### config.mk
export PLATFORM = sky130hd
export DESIGN_NAME = lzssd_ctrl
export DESIGN_NICKNAME = d
export VERILOG_FILES = /design/src/hw/rtl/lzssd_pkg.sv /design/src/hw/rtl/lzssd_ctrl.sv
export SDC_FILE = /design/constraint.sdc
export NUM_CORES = 1
export LEC_CHECK = 0
export ABC_AREA = 0
export BUFFER_PORTS_ARGS = -buffer_cell sky130_fd_sc_hd__buf_2
export CAP_MARGIN = 20
export CORE_AREA = 2 2 39 41
export CTS_CLUSTER_SIZE = 14
export DETAILED_ROUTE_END_ITERATION = 10
export DIE_AREA = 0 0 41 43
export PLACE_DENSITY_LB_ADDON = 0.15
export SYNTH_ARGS = -nofsm -noshare
export SYNTH_HDL_FRONTEND = slang
export SYNTH_SLANG_ARGS = --single-unit
### constraint.sdc
create_clock -name clk -period 1.1 [get_ports clk]
set_clock_uncertainty 0.1 [all_clocks]
set_input_delay 0.275 -clock clk [delete_from_list [all_inputs] [get_ports clk]]
set_output_delay 0.275 -clock clk [all_outputs]
set_load 0.005 [all_outputs]
### src/hw/rtl/lzssd_pkg.sv
// lzssd_pkg: shared types and constants of the split stream lzss decoder
// no dependencies; imported by lzssd_ctrl, lzssd_datapath and the top level
`timescale 1ns / 1ps

package lzssd_pkg;

  // input item modes
  localparam logic [1:0] MODE_START = 2'd0;
  localparam logic [1:0] MODE_FLAG  = 2'd1;
  localparam logic [1:0] MODE_TOKEN = 2'd2;

  // token fields and frame constants
  localparam int          SIZE_W      = 24;
  localparam int          LEN_W       = 6;
  localparam logic [5:0]  MATCH_BIAS  = 6'd3;
  localparam logic [15:0] START_POS   = 16'h07DE;
  localparam logic [7:0]  FLAG_TOP    = 8'h80;
  localparam int          POS_SHIFT   = 5;

  // what the next emitted result is made from
  typedef enum logic [1:0] {
    EMIT_LIT,
    EMIT_COPY,
    EMIT_ERR
  } emit_kind_t;

  // controller to datapath
  typedef struct packed {
    logic       frame_start;
    logic       flag_load;
    logic       token_load;
    logic       mem_read;
    logic       emit;
    emit_kind_t emit_kind;
  } cmd_t;

  // datapath to controller
  typedef struct packed {
    logic token_bad;
    logic token_match;
    logic out_free;
    logic emit_last;
  } status_t;

endpackage

### src/hw/rtl/lzssd_ctrl.sv
// lzssd_ctrl: sequencing state machine of the lzss decoder
// depends on lzssd_pkg; drives the datapath through cmd_t, watches status_t
`timescale 1ns / 1ps

module lzssd_ctrl (
  input  logic              clk,
  input  logic              rst,
  input  logic              in_valid,
  input  logic [1:0]        mode,
  output logic              in_ready,
  input  lzssd_pkg::status_t status,
  output lzssd_pkg::cmd_t   cmd
);
  import lzssd_pkg::*;

  typedef enum logic [1:0] {
    S_IDLE,
    S_READ,
    S_EMIT
  } state_t;

  state_t     state;
  emit_kind_t kind;

  logic take;

  // items are taken only between tokens
  assign in_ready = (state == S_IDLE);
  assign take     = in_ready && in_valid;

  // command decode
  always_comb begin
    cmd.frame_start = take && (mode == MODE_START);
    cmd.flag_load   = take && (mode == MODE_FLAG);
    cmd.token_load  = take && (mode == MODE_TOKEN) && !status.token_bad;
    cmd.mem_read    = (state == S_READ);
    cmd.emit        = (state == S_EMIT) && status.out_free;
    cmd.emit_kind   = kind;
  end

  // state and result kind
  always_ff @(posedge clk) begin
    if (rst) begin
      state <= S_IDLE;
      kind  <= EMIT_LIT;
    end else begin
      unique case (state)
        S_IDLE: begin
          if (take && (mode == MODE_TOKEN)) begin
            if (status.token_bad) begin
              kind  <= EMIT_ERR;
              state <= S_EMIT;
            end else if (status.token_match) begin
              kind  <= EMIT_COPY;
              state <= S_READ;
            end else begin
              kind  <= EMIT_LIT;
              state <= S_EMIT;
            end
          end
        end
        S_READ: begin
          state <= S_EMIT;
        end
        S_EMIT: begin
          if (status.out_free) begin
            state <= status.emit_last ? S_IDLE : S_READ;
          end
        end
        default: begin
          state <= S_IDLE;
        end
      endcase
    end
  end

endmodule

Word level (Yosys, flattened, before mapping):

Index checks and enable logic that the tools add are counted.

* multiply operators: 0
* shift operators: 0
* bitwise operators: 0
* reductions and logical operators: 11
* div/mod/pow operators: 0
* add/sub/neg operators: 0
* equal/unequal tests: 6
* multiplexer cells: 8
* $lt $le $gt $ge: 0

Operators with widths (number)
* 2-to-1 mux 2 bit: 5
* logical AND 1 bit: 6
* one-hot mux 2 bit (3 select lines): 1
* == test 2 x 1 -> 1 bit, second input constant: 2
* == test 2 bit, second input constant: 2
* zero test 2 bit: 2
* AND reduction 2 bit: 2
* 2-to-1 mux 1 bit: 2
* != test 2 x 1 -> 1 bit, second input constant: 1
* != test 2 bit, second input constant: 1
* zero test 1 bit: 1

* bits in writable memories: 0
* bits in registers: 4
* memories kept: 0
* logic and storage cells: 27
* output and inout bits: 8
* input bits: 9
* latch bits: 0
* bits in read-only memories: 0

Logic depth before layout (Yosys ltp):

Gate-level depths: netlist of the first run.

* word-level depth: 5
* depth in mapped cells: 4
* depth with buffers taken out: 3

Least setup slack after synthesis of the first run:

OpenSTA, ideal clock, no wires.

* kind: reg-to-reg
* start point: register state[0]
* end point: register kind[0]
* buffers on the path: 1
* library setup time: 0.070 ns
* data required time: 0.930 ns
* period minus slack after synthesis: 1.203 ns
* stages on the path, launching flop included: 4
* setup slack: -0.103 ns
* arrival: 1.033 ns
* cell sequence: dfxtp_1 -> buf_2 -> or4_1 -> a21oi_1

* word-level cells in the longest chain between the ends: 4

Ends and longest elaborated chain
* start, declared: line lzssd_ctrl.sv:22 `state_t state;`
* start signal, assigned: line lzssd_ctrl.sv:67 `state <= status.emit_last ? S_IDLE : S_READ;`
* zero test 2 bit *: line lzssd_ctrl.sv:28, lzssd_ctrl.sv:47
* logical AND 1 bit: line lzssd_ctrl.sv:29 `assign take = in_ready && in_valid;`
* logical AND 1 bit: line lzssd_ctrl.sv:49 `if (take && (mode == MODE_TOKEN)) begin`
* AND reduction 2 bit (no line) *
* end signal, assigned: line lzssd_ctrl.sv:45 `kind <= EMIT_LIT;`
* end signal, assigned: line lzssd_ctrl.sv:51 `kind <= EMIT_ERR;`
* end signal, assigned: line lzssd_ctrl.sv:54 `kind <= EMIT_COPY;`
* end, declared: line lzssd_ctrl.sv:23 `emit_kind_t kind;`

Every way passes the cells marked *; elsewhere a longest branch is shown, timed or not.
A chain may end at the register's enable or synchronous reset.

==> out/metrics.csv, run 1 <==
stage,metric,value,unit
final_layout,synth-to-layout area growth,81.64,%
detailed_routing,Routed Antenna Nets,0,
synthesis,"Cell Area, Synth",259.0,µm²
detailed_routing,drc violations,0,
timing,Final min period,1395,ps
timing,Final Setup Violations,9,
global_route,largest net degree at the start of global routing,9,
die,I/O pins,17,
placement,Detailed Place HPWL,548.4,µm
timing,Slew Limit Fails,0,
setup_path,"Cell Chain, Critical Path",nor2_4 > and4bb_2 > buf_2,
power,Pwr Total,425.8,µW
die,Core ar.,1384,µm²
die,die height,43,µm
detailed_routing,DR pass1 iterations,2,
final_layout,footprint of the multi-input gates,192.7,µm²
final_layout,Final Cell Area,470.5,µm²
clocking,CTS Sinks,4,
detailed_routing,via count,306,
global_route,vias in the first global route,270,
setup_path,Worst EP arrival,1020,ps
timing,Max Freq,716.9,MHz
synthesis,"Seq/Total Area, Yosys",0.3092,
timing,final hold vios,0,
synthesis,Ys Warns,0,
timing,actual slew at the worst max-slew pin,301.4,ps
setup_path,slowest CP cell,dfxtp_4,
job,maxcap violations,0,
detailed_routing,Routed WL,719,µm
synthesis,flop and latch count out of synthesis,4,
timing,Final Worst Setup Slack,-295.0,ps
synthesis,Syn Nets,38,
placement,port buffer count,16,
synthesis,Yosys cell types,19,
final_layout,filler cell count,157,
final_layout,"commonest non-fill, non-tap cell in the layout",buf_2,
final_layout,Antenna diodes,0,
clocking,CTS tree,yes,
global_route,total grt overflow,0,
clocking,clock buffer depth,2,
detailed_routing,number of DRC markers in iteration 0,1,
global_route,gr usage total,0.09658,
timing,Slew HR,0.7973,
synthesis,Syn Area/Cell,8.931,µm²
final_layout,most frequent cells in the layout,"16 x buf_2, 9 x buf_4, 3 x nand2b_1, 3 x clkbuf_4",
setup_path,highest cell delay on the worst timing path,360,ps
power,maximum vdd drop,0.0002820,V
detailed_routing,DR vias/cell,4.310,
final_layout,Post-Layout Cell Count,71,
setup_path,R2R depth,2,
timing,Hold Slack,156.0,ps
setup_path,crit path kind,flip-flop to output pin,
timing,RSZ-0062 raised after global routing,yes,
die,initial core utilization,0.1872,
placement,gp weighted congestion,0.6744,
final_layout,Storage cell area,87.58,µm²
placement,Placement Setup Slack,-278.3,ps
setup_path,CP max FO,6,
power,Lkg Pwr,0.2287,nW
final_layout,layout cells sized above 1,0.7273,
final_layout,Final Net Count,66,
die,Die X,41,µm
timing,setup total negative slack,-1659,ps
die,die area,1763,µm²
final_layout,fin util,0.3400,
die,Rows,14,
clocking,clk root buf,clkbuf_4,
global_route,first-pass GRT wire length,1.055,mm
placement,dpl cell area,411.6,µm²
clocking,Worst-path clk slew,40,ps
global_route,initial antenna violation count,0,
timing,final period utilization,1.268,
clocking,total CTS buffers,3,
status,outcome,"finished, violations left",
clocking,clk_lat worst skew,230,ps
clocking,H-tree depth,1,
worst_hold_path,Hold Path Class,input port to flip-flop,
detailed_routing,Wirelength per Cell,10.13,µm
status,failing checks,setup timing,
clocking,Hold Buf Count CTS,0,
setup_path,Setup crit end kind,output pin,
setup_path,type of origin of the critical path,flip-flop,
setup_path,Worst EP required,720,ps
power,power density over the cells,905.0,nW/µm²
worst_hold_path,Hold Path Cell Cnt,2,
synthesis,cell count after synthesis,29,
placement,placed insts,67,
-- power breakdown --
group          internal [mW]  switching [mW]
clock                  0.122          0.0636
sequential             0.147         0.00614
combinational         0.0525          0.0342
total                  0.322           0.104
-- layout make-up --
| cell class | count | share of cell area |
|---|---|---|
| repair buffers | 25 | 0.3138 |
| well taps | 16 | 0.04255 |
| multi-input cells | 23 | 0.4096 |
| flip-flops and latches | 4 | 0.1862 |
| clock buffers | 3 | 0.04787 |
-- synth_stat cells --
| cell | count | area share |
|---|---|---|
| or3b_2 | 1 | 0.034 |
| a21oi_1 | 3 | 0.058 |
| nor4_1 | 1 | 0.024 |
| nand2b_1 | 3 | 0.072 |
| nand2_1 | 1 | 0.014 |
| nor2_1 | 3 | 0.043 |
| mux2i_1 | 1 | 0.039 |
| nor2b_1 | 1 | 0.024 |
| and4b_2 | 1 | 0.043 |
| nand3b_4 | 1 | 0.077 |
| buf_2 | 1 | 0.019 |
| nor3_1 | 2 | 0.039 |
| buf_4 | 1 | 0.029 |
| nand3b_1 | 1 | 0.029 |
| o31a_2 | 1 | 0.039 |
| or4_1 | 1 | 0.029 |
| o31ai_1 | 1 | 0.029 |
| and4bb_2 | 1 | 0.048 |
| dfxtp_1 | 4 | 0.31 |
-- cell families after synthesis --
group	Yosys count	share of synthesized area
simple gates	17	0.4783
flops	4	0.3092
buf+inv	2	0.04830
mux	1	0.03865
compound gates	5	0.1256
-- worst max-delay path: cells and delay by family (launching register included) --
kind	cells	cell delay, ps
flops	1	360
simple gates	2	330
buf+inv	1	100
-- path summary, 6_finish.rpt --
check,start,end,slack [ps]
max,state[1]$_SDFFE_PP0P_,cmd[6],-290
min,rst,state[1]$_SDFFE_PP0P_,160
max reg2reg,state[1]$_SDFFE_PP0P_,kind[0]$_SDFFE_PP0P_,-100
min reg2reg,kind[1]$_SDFFE_PP0P_,kind[1]$_SDFFE_PP0P_,380
-- sequential cells by signal, summed over array words and instances (netlist names) --
register	cells
state	2
kind	2
-- what timing repair did --
action,4_1_cts,5_1_grt
endpoints found under the setup margin,10,10
setup buffers,1,0
pin swaps,5,0
gates resized for setup,9,0
cloned,0,0
-- layer usage --
layer  global-route usage  wire, µm  vias up  share of wire
met4               0.1000         0        0              0
met2               0.1406       360       10           0.50
li1                     -         -      163              -
met3              0.03141        40        0          0.056
met1              0.09709       318      133           0.44
met5                    0         0        -              0
No activity file was read; power rests on OpenSTA's default activity.
==> inputs of run 2 (changes only) <==
- SKIP_CTS_REPAIR_TIMING: unset -> 1
==> out/metrics.csv, run 2 (same netlist as run 1, synthesis figures left out) <==
stage,metric,value,unit,change
final_layout,layout cells sized above 1,0.7321,,was 0.7273
global_route,vias in the first global route,250,,was 270
setup_path,"Cell Chain, Critical Path",nor2_4 > and4bb_2 > buf_2,,unchanged
clocking,clk root buf,clkbuf_4,,unchanged
placement,gp weighted congestion,0.6744,,unchanged
global_route,GRT met1 Usage,0.09385,,was 0.09709
die,initial core utilization,0.1872,,unchanged
clocking,clk_lat worst skew,230,ps,about the same
detailed_routing,Routed WL,807,µm,was 719 µm
setup_path,Worst Setup SP,state[1]$_SDFFE_PP0P_,,unchanged
global_route,largest net degree at the start of global routing,9,,unchanged
setup_path,slowest CP cell,dfxtp_4,,unchanged
setup_path,buffers and inverters on the worst path,1,,unchanged
timing,Slew Limit Fails,0,,unchanged
timing,Final min period,1401,ps,was 1395 ps
detailed_routing,DR pass1 iterations,3,,was 2
die,Core ar.,1384,µm²,unchanged
clocking,CTS Sinks,4,,unchanged
setup_path,Top delay family on crit path,flip-flops,,unchanged
global_route,GRT busiest layer,met2,,unchanged
final_layout,top flop regs,"kind: 2 flops, state: 2 flops",,unchanged
die,Die X,41,µm,unchanged
placement,port buffer count,16,,unchanged
timing,actual slew at the worst max-slew pin,325.0,ps,was 301.4 ps
setup_path,Worst EP required,720,ps,about the same
power,Lkg Pwr,0.2357,nW,was 0.2287 nW
global_route,first-pass GRT wire length,993,µm,was 1.055 mm
status,failing checks,setup timing,,unchanged
final_layout,fin util,0.3562,,was 0.3400
status,outcome,"finished, violations left",,unchanged
die,I/O pins,17,,unchanged
die,die height,43,µm,unchanged
timing,Hold Slack,163.0,ps,was 156.0 ps
timing,Final Worst Setup Slack,-301.5,ps,was -295.0 ps
detailed_routing,Routed Antenna Nets,0,,unchanged
setup_path,highest cell delay on the worst timing path,360,ps,about the same
setup_path,Worst EP arrival,1030,ps,was 1020 ps
detailed_routing,drc violations,0,,unchanged
timing,Slew HR,0.7816,,was 0.7973
clocking,CTS tree,yes,,unchanged
clocking,H-tree depth,1,,unchanged
timing,final period utilization,1.274,,was 1.268
timing,final hold vios,0,,unchanged
job,maxcap violations,0,,unchanged
global_route,gr usage total,0.09155,,was 0.09658
setup_path,number of stages on the worst setup path,3,,unchanged
setup_path,RR Startpoint,state[1]$_SDFFE_PP0P_,,unchanged
timing,Final Setup Violations,10,,was 9
setup_path,type of origin of the critical path,flip-flop,,unchanged
final_layout,"commonest non-fill, non-tap cell in the layout",buf_2,,unchanged
setup_path,internal reg-to-reg setup slack,-100,ps,about the same
power,power density over the cells,879.6,nW/µm²,was 905.0 nW/µm²
power,maximum vdd drop,0.0002966,V,was 0.0002820 V
final_layout,most frequent cells in the layout,"15 x buf_2, 10 x buf_4, 3 x nand2b_1, 3 x clkbuf_4",,"was 16 x buf_2, 9 x buf_4, 3 x nand2b_1, 3 x clkbuf_4"
final_layout,synth-to-layout area growth,90.34,%,was 81.64%
die,Rows,14,,unchanged
global_route,total grt overflow,0,,unchanged
timing,RSZ-0062 raised after global routing,yes,,unchanged
die,die area,1763,µm²,unchanged
setup_path,R2R depth,2,,unchanged
clocking,clock buffer depth,2,,unchanged
setup_path,crit path capture,cmd[6],,unchanged
global_route,initial antenna violation count,0,,unchanged
timing,Max Freq,713.5,MHz,was 716.9 MHz
detailed_routing,DR vias/cell,4.486,,was 4.310
setup_path,CP max FO,6,,unchanged
clocking,Worst-path clk slew,40,ps,about the same
clocking,total CTS buffers,3,,unchanged
setup_path,Setup crit end kind,output pin,,unchanged
setup_path,RR Endpoint,kind[0]$_SDFFE_PP0P_,,unchanged
final_layout,Antenna diodes,0,,unchanged
setup_path,crit path kind,flip-flop to output pin,,unchanged
worst_hold_path,Hold Path Class,input port to flip-flop,,unchanged
detailed_routing,via count,323,,was 306
detailed_routing,number of DRC markers in iteration 0,2,,was 1
global_route,met2 Usage GRT,0.1281,,was 0.1406
detailed_routing,Wirelength per Cell,11.21,µm,was 10.13 µm
final_layout,Final Net Count,67,,was 66
global_route,met3 Usage GRT,0.03141,,unchanged
placement,Detailed Place HPWL,548.4,µm,unchanged
-- run 2: how the worst min path moves through the flow --
stage                          from                    end  slack, ps  cells after the start
2_1_floorplan                   rst   kind[0]$_SDFFE_PP0P_        240                      1
6_report                        rst  state[1]$_SDFFE_PP0P_        160                      2
3_5_place_dp   kind[1]$_SDFFE_PP0P_   kind[1]$_SDFFE_PP0P_        370                      2
5_1_grt                         rst  state[1]$_SDFFE_PP0P_        170                      2
4_1_cts                         rst  state[1]$_SDFFE_PP0P_        140                      2
3_3_place_gp   kind[1]$_SDFFE_PP0P_   kind[1]$_SDFFE_PP0P_        370                      2
-- run 2: stage by stage --
step / setup slack [ps] / TNS [ps] / std cells / area [µm²] / power [mW]
2_1_floorplan: -90.79 / -181.4 / 29 / 274.0 / 0.1911
3_3_place_gp: -228.1 / -1220 / 67 / 411.6 / 0.2376
3_5_place_dp: -278.3 / -1275 / 67 / 411.6 / 0.2370
4_1_cts: -399.9 / -2263 / 70 / 434.2 / 0.4326
5_1_grt: -355.6 / -2315 / 72 / 493.0 / 0.4636
6_report: -301.5 / -1823 / 72 / 493.0 / 0.4336
-- run 2: power by group --
part,internal [mW],switching [mW],leakage [nW],total [mW]
Sequential,0.147,0.00705,0.0340,0.154
Clock,0.122,0.0629,0.0138,0.185
Combinational,0.0574,0.0370,0.188,0.0944
-- run 2: final cells by class --
| type | instances | area, µm² |
|---|---|---|
| repair buffers | 26 | 161.4 |
| flip-flops and latches | 4 | 87.58 |
| well taps | 16 | 20.02 |
| clock buffers | 3 | 22.52 |
| multi-input cells | 23 | 201.4 |
| fillers | 156 | 890.9 |
-- run 2: worst register-to-register path: stages (launching register included) --
cell and delay [ps]:
dfxtp_4 360, or4_1 540, a21oi_2 140
-- run 2: per-layer routing --
layer / share of wire / wire length (µm)
met1: 0.41 / 333
met2: 0.51 / 410
met3: 0.057 / 46
met4: 0.021 / 17
met5: 0 / 0
==> inputs of run 3 (changes only) <==
- GPL_TIMING_DRIVEN: unset -> 0
==> out/metrics.csv, run 3 (same netlist as run 1, synthesis figures left out) <==
stage,metric,value,unit,change
timing,actual slew at the worst max-slew pin,288.9,ps,was 325.0 ps
final_layout,filler cell count,158,,was 156
power,Pwr Total,417.2,µW,was 433.6 µW
detailed_routing,drc violations,0,,unchanged
placement,dpl cell area,374.1,µm²,was 411.6 µm²
setup_path,R2R depth,3,,was 2
global_route,vias in the first global route,187,,was 250
timing,Max Freq,689.7,MHz,was 713.5 MHz
worst_hold_path,HP Start,rst,,unchanged
placement,port buffer count,16,,unchanged
setup_path,Worst EP arrival,1070,ps,was 1030 ps
final_layout,top flop regs,"kind: 2 flops, state: 2 flops",,unchanged
global_route,initial antenna violation count,0,,unchanged
timing,Final Worst Setup Slack,-349.8,ps,was -301.5 ps
timing,final period utilization,1.318,,was 1.274
final_layout,Antenna diodes,0,,unchanged
timing,Hold Slack,171.6,ps,was 163.0 ps
die,Die X,41,µm,unchanged
placement,gp weighted congestion,0.6173,,was 0.6744
status,failing checks,setup timing,,unchanged
setup_path,internal reg-to-reg setup slack,-150,ps,was -100 ps
power,Lkg Pwr,0.2228,nW,was 0.2357 nW
timing,Final Setup Violations,9,,was 10
die,Core ar.,1384,µm²,unchanged
detailed_routing,number of DRC markers in iteration 0,5,,was 2
final_layout,synth-to-layout area growth,79.71,%,was 90.34%
status,outcome,"finished, violations left",,unchanged
final_layout,Final Net Count,63,,was 67
setup_path,Worst EP required,720,ps,about the same
global_route,largest net degree at the start of global routing,11,,was 9
power,power density over the cells,896.4,nW/µm²,was 879.6 nW/µm²
setup_path,RR Startpoint,state[1]$_SDFFE_PP0P_,,unchanged
worst_hold_path,Hold Path Class,input port to flip-flop,,unchanged
detailed_routing,DR vias/cell,4.412,,was 4.486
final_layout,"commonest non-fill, non-tap cell in the layout",buf_2,,unchanged
global_route,gr usage total,0.07415,,was 0.09155
detailed_routing,Wirelength per Cell,10.69,µm,was 11.21 µm
clocking,H-tree depth,1,,unchanged
global_route,total grt overflow,0,,unchanged
power,maximum vdd drop,0.0004470,V,was 0.0002966 V
global_route,first-pass GRT wire length,821,µm,was 993 µm
setup_path,crit path kind,flip-flop to output pin,,unchanged
timing,Slew HR,0.8058,,was 0.7816
timing,RSZ-0062 raised after global routing,yes,,unchanged
timing,final hold vios,0,,unchanged
final_layout,fin util,0.3363,,was 0.3562
clocking,CTS tree,yes,,unchanged
detailed_routing,Routed WL,727,µm,was 807 µm
clocking,clk root buf,clkbuf_4,,unchanged
setup_path,type of origin of the critical path,flip-flop,,unchanged
clocking,clk_lat worst skew,230,ps,about the same
die,initial core utilization,0.1872,,unchanged
detailed_routing,DR pass1 iterations,2,,was 3
die,die height,43,µm,unchanged
final_layout,layout cells sized above 1,0.7500,,was 0.7321
clocking,Worst-path clk slew,40,ps,about the same
final_layout,Final Cell Area,465.4,µm²,was 493.0 µm²
die,Rows,14,,unchanged
setup_path,RR Endpoint,kind[0]$_SDFFE_PP0P_,,unchanged
timing,Slew Limit Fails,0,,unchanged
placement,Placement Setup Slack,-254.0,ps,was -278.3 ps
setup_path,Setup crit end kind,output pin,,unchanged
final_layout,Storage cell area,82.58,µm²,was 87.58 µm²
die,I/O pins,17,,unchanged
job,maxcap violations,0,,unchanged
detailed_routing,via count,300,,was 323
die,die area,1763,µm²,unchanged
final_layout,most frequent cells in the layout,"17 x buf_2, 3 x buf_6, 3 x nand2b_1, 3 x clkbuf_4",,"was 15 x buf_2, 10 x buf_4, 3 x nand2b_1, 3 x clkbuf_4"
clocking,CTS Sinks,4,,unchanged
setup_path,CP max FO,3,,was 6
detailed_routing,Routed Antenna Nets,0,,unchanged
worst_hold_path,Hold Path Cell Cnt,2,,unchanged
final_layout,footprint of the multi-input gates,206.4,µm²,was 201.4 µm²
timing,Final min period,1450,ps,was 1401 ps
worst_hold_path,Min-Delay Endpoint,state[1]$_SDFFE_PP0P_,,unchanged
clocking,clock buffer depth,2,,unchanged
clocking,total CTS buffers,3,,unchanged
[run 3: changes by cell type in the layout (fill, tap and decap cells not counted), sizes merged]
cell  change
buf       -4
[run 3: cell type report]
class                   count  share of cell area
clock buffers               3             0.04839
plain buffers               2             0.04839
multi-input cells          23              0.4435
flip-flops and latches      4              0.1774
repair buffers             20              0.2392
well taps                  16             0.04301
[run 3: metal layers]
layer / track usage / vias to the layer above / share of wire
met5: 0 / - / 0
met4: 0.06000 / 0 / 0
met3: 0.04712 / 0 / 0.074
met2: 0.08750 / 10 / 0.50
met1: 0.08946 / 136 / 0.43
li1: - / 154 / -
[run 3: report_power, final]
group / total, mW / internal, mW / switching [mW] / leakage, nW
Clock: 0.176 / 0.122 / 0.0540 / 0.0138
Sequential: 0.153 / 0.151 / 0.00223 / 0.0334
Combinational: 0.0886 / 0.0495 / 0.0391 / 0.176
[run 3: worst max-delay path, stage by stage, from the launching register on]
cell and delay (ps):
dfxtp_2 310, buf_6 120, nor2_4 100, and4bb_2 210, buf_2 100
[run 3: metrics by stage]
| stage | setup TNS [ps] | cells |
|---|---|---|
| 2_1_floorplan | -181.4 | 29 |
| 3_3_place_gp | -1064 | 61 |
| 3_5_place_dp | -974.8 | 61 |
| 4_1_cts | -1962 | 64 |
| 5_1_grt | -2503 | 68 |
| 6_report | -2105 | 68 |
[run 3: worst max-delay path by stage]
stage / to / startpoint / slack [ps]
6_report: cmd[6] / state[1]$_SDFFE_PP0P_ / -350
5_1_grt: cmd[6] / state[1]$_SDFFE_PP0P_ / -400
2_1_floorplan: kind[0]$_SDFFE_PP0P_ / state[0]$_SDFFE_PP0P_ / -90
4_1_cts: cmd[6] / state[0]$_SDFFE_PP0P_ / -390
3_5_place_dp: kind[0]$_SDFFE_PP0P_ / mode[0] / -250
3_3_place_gp: kind[0]$_SDFFE_PP0P_ / mode[0] / -280
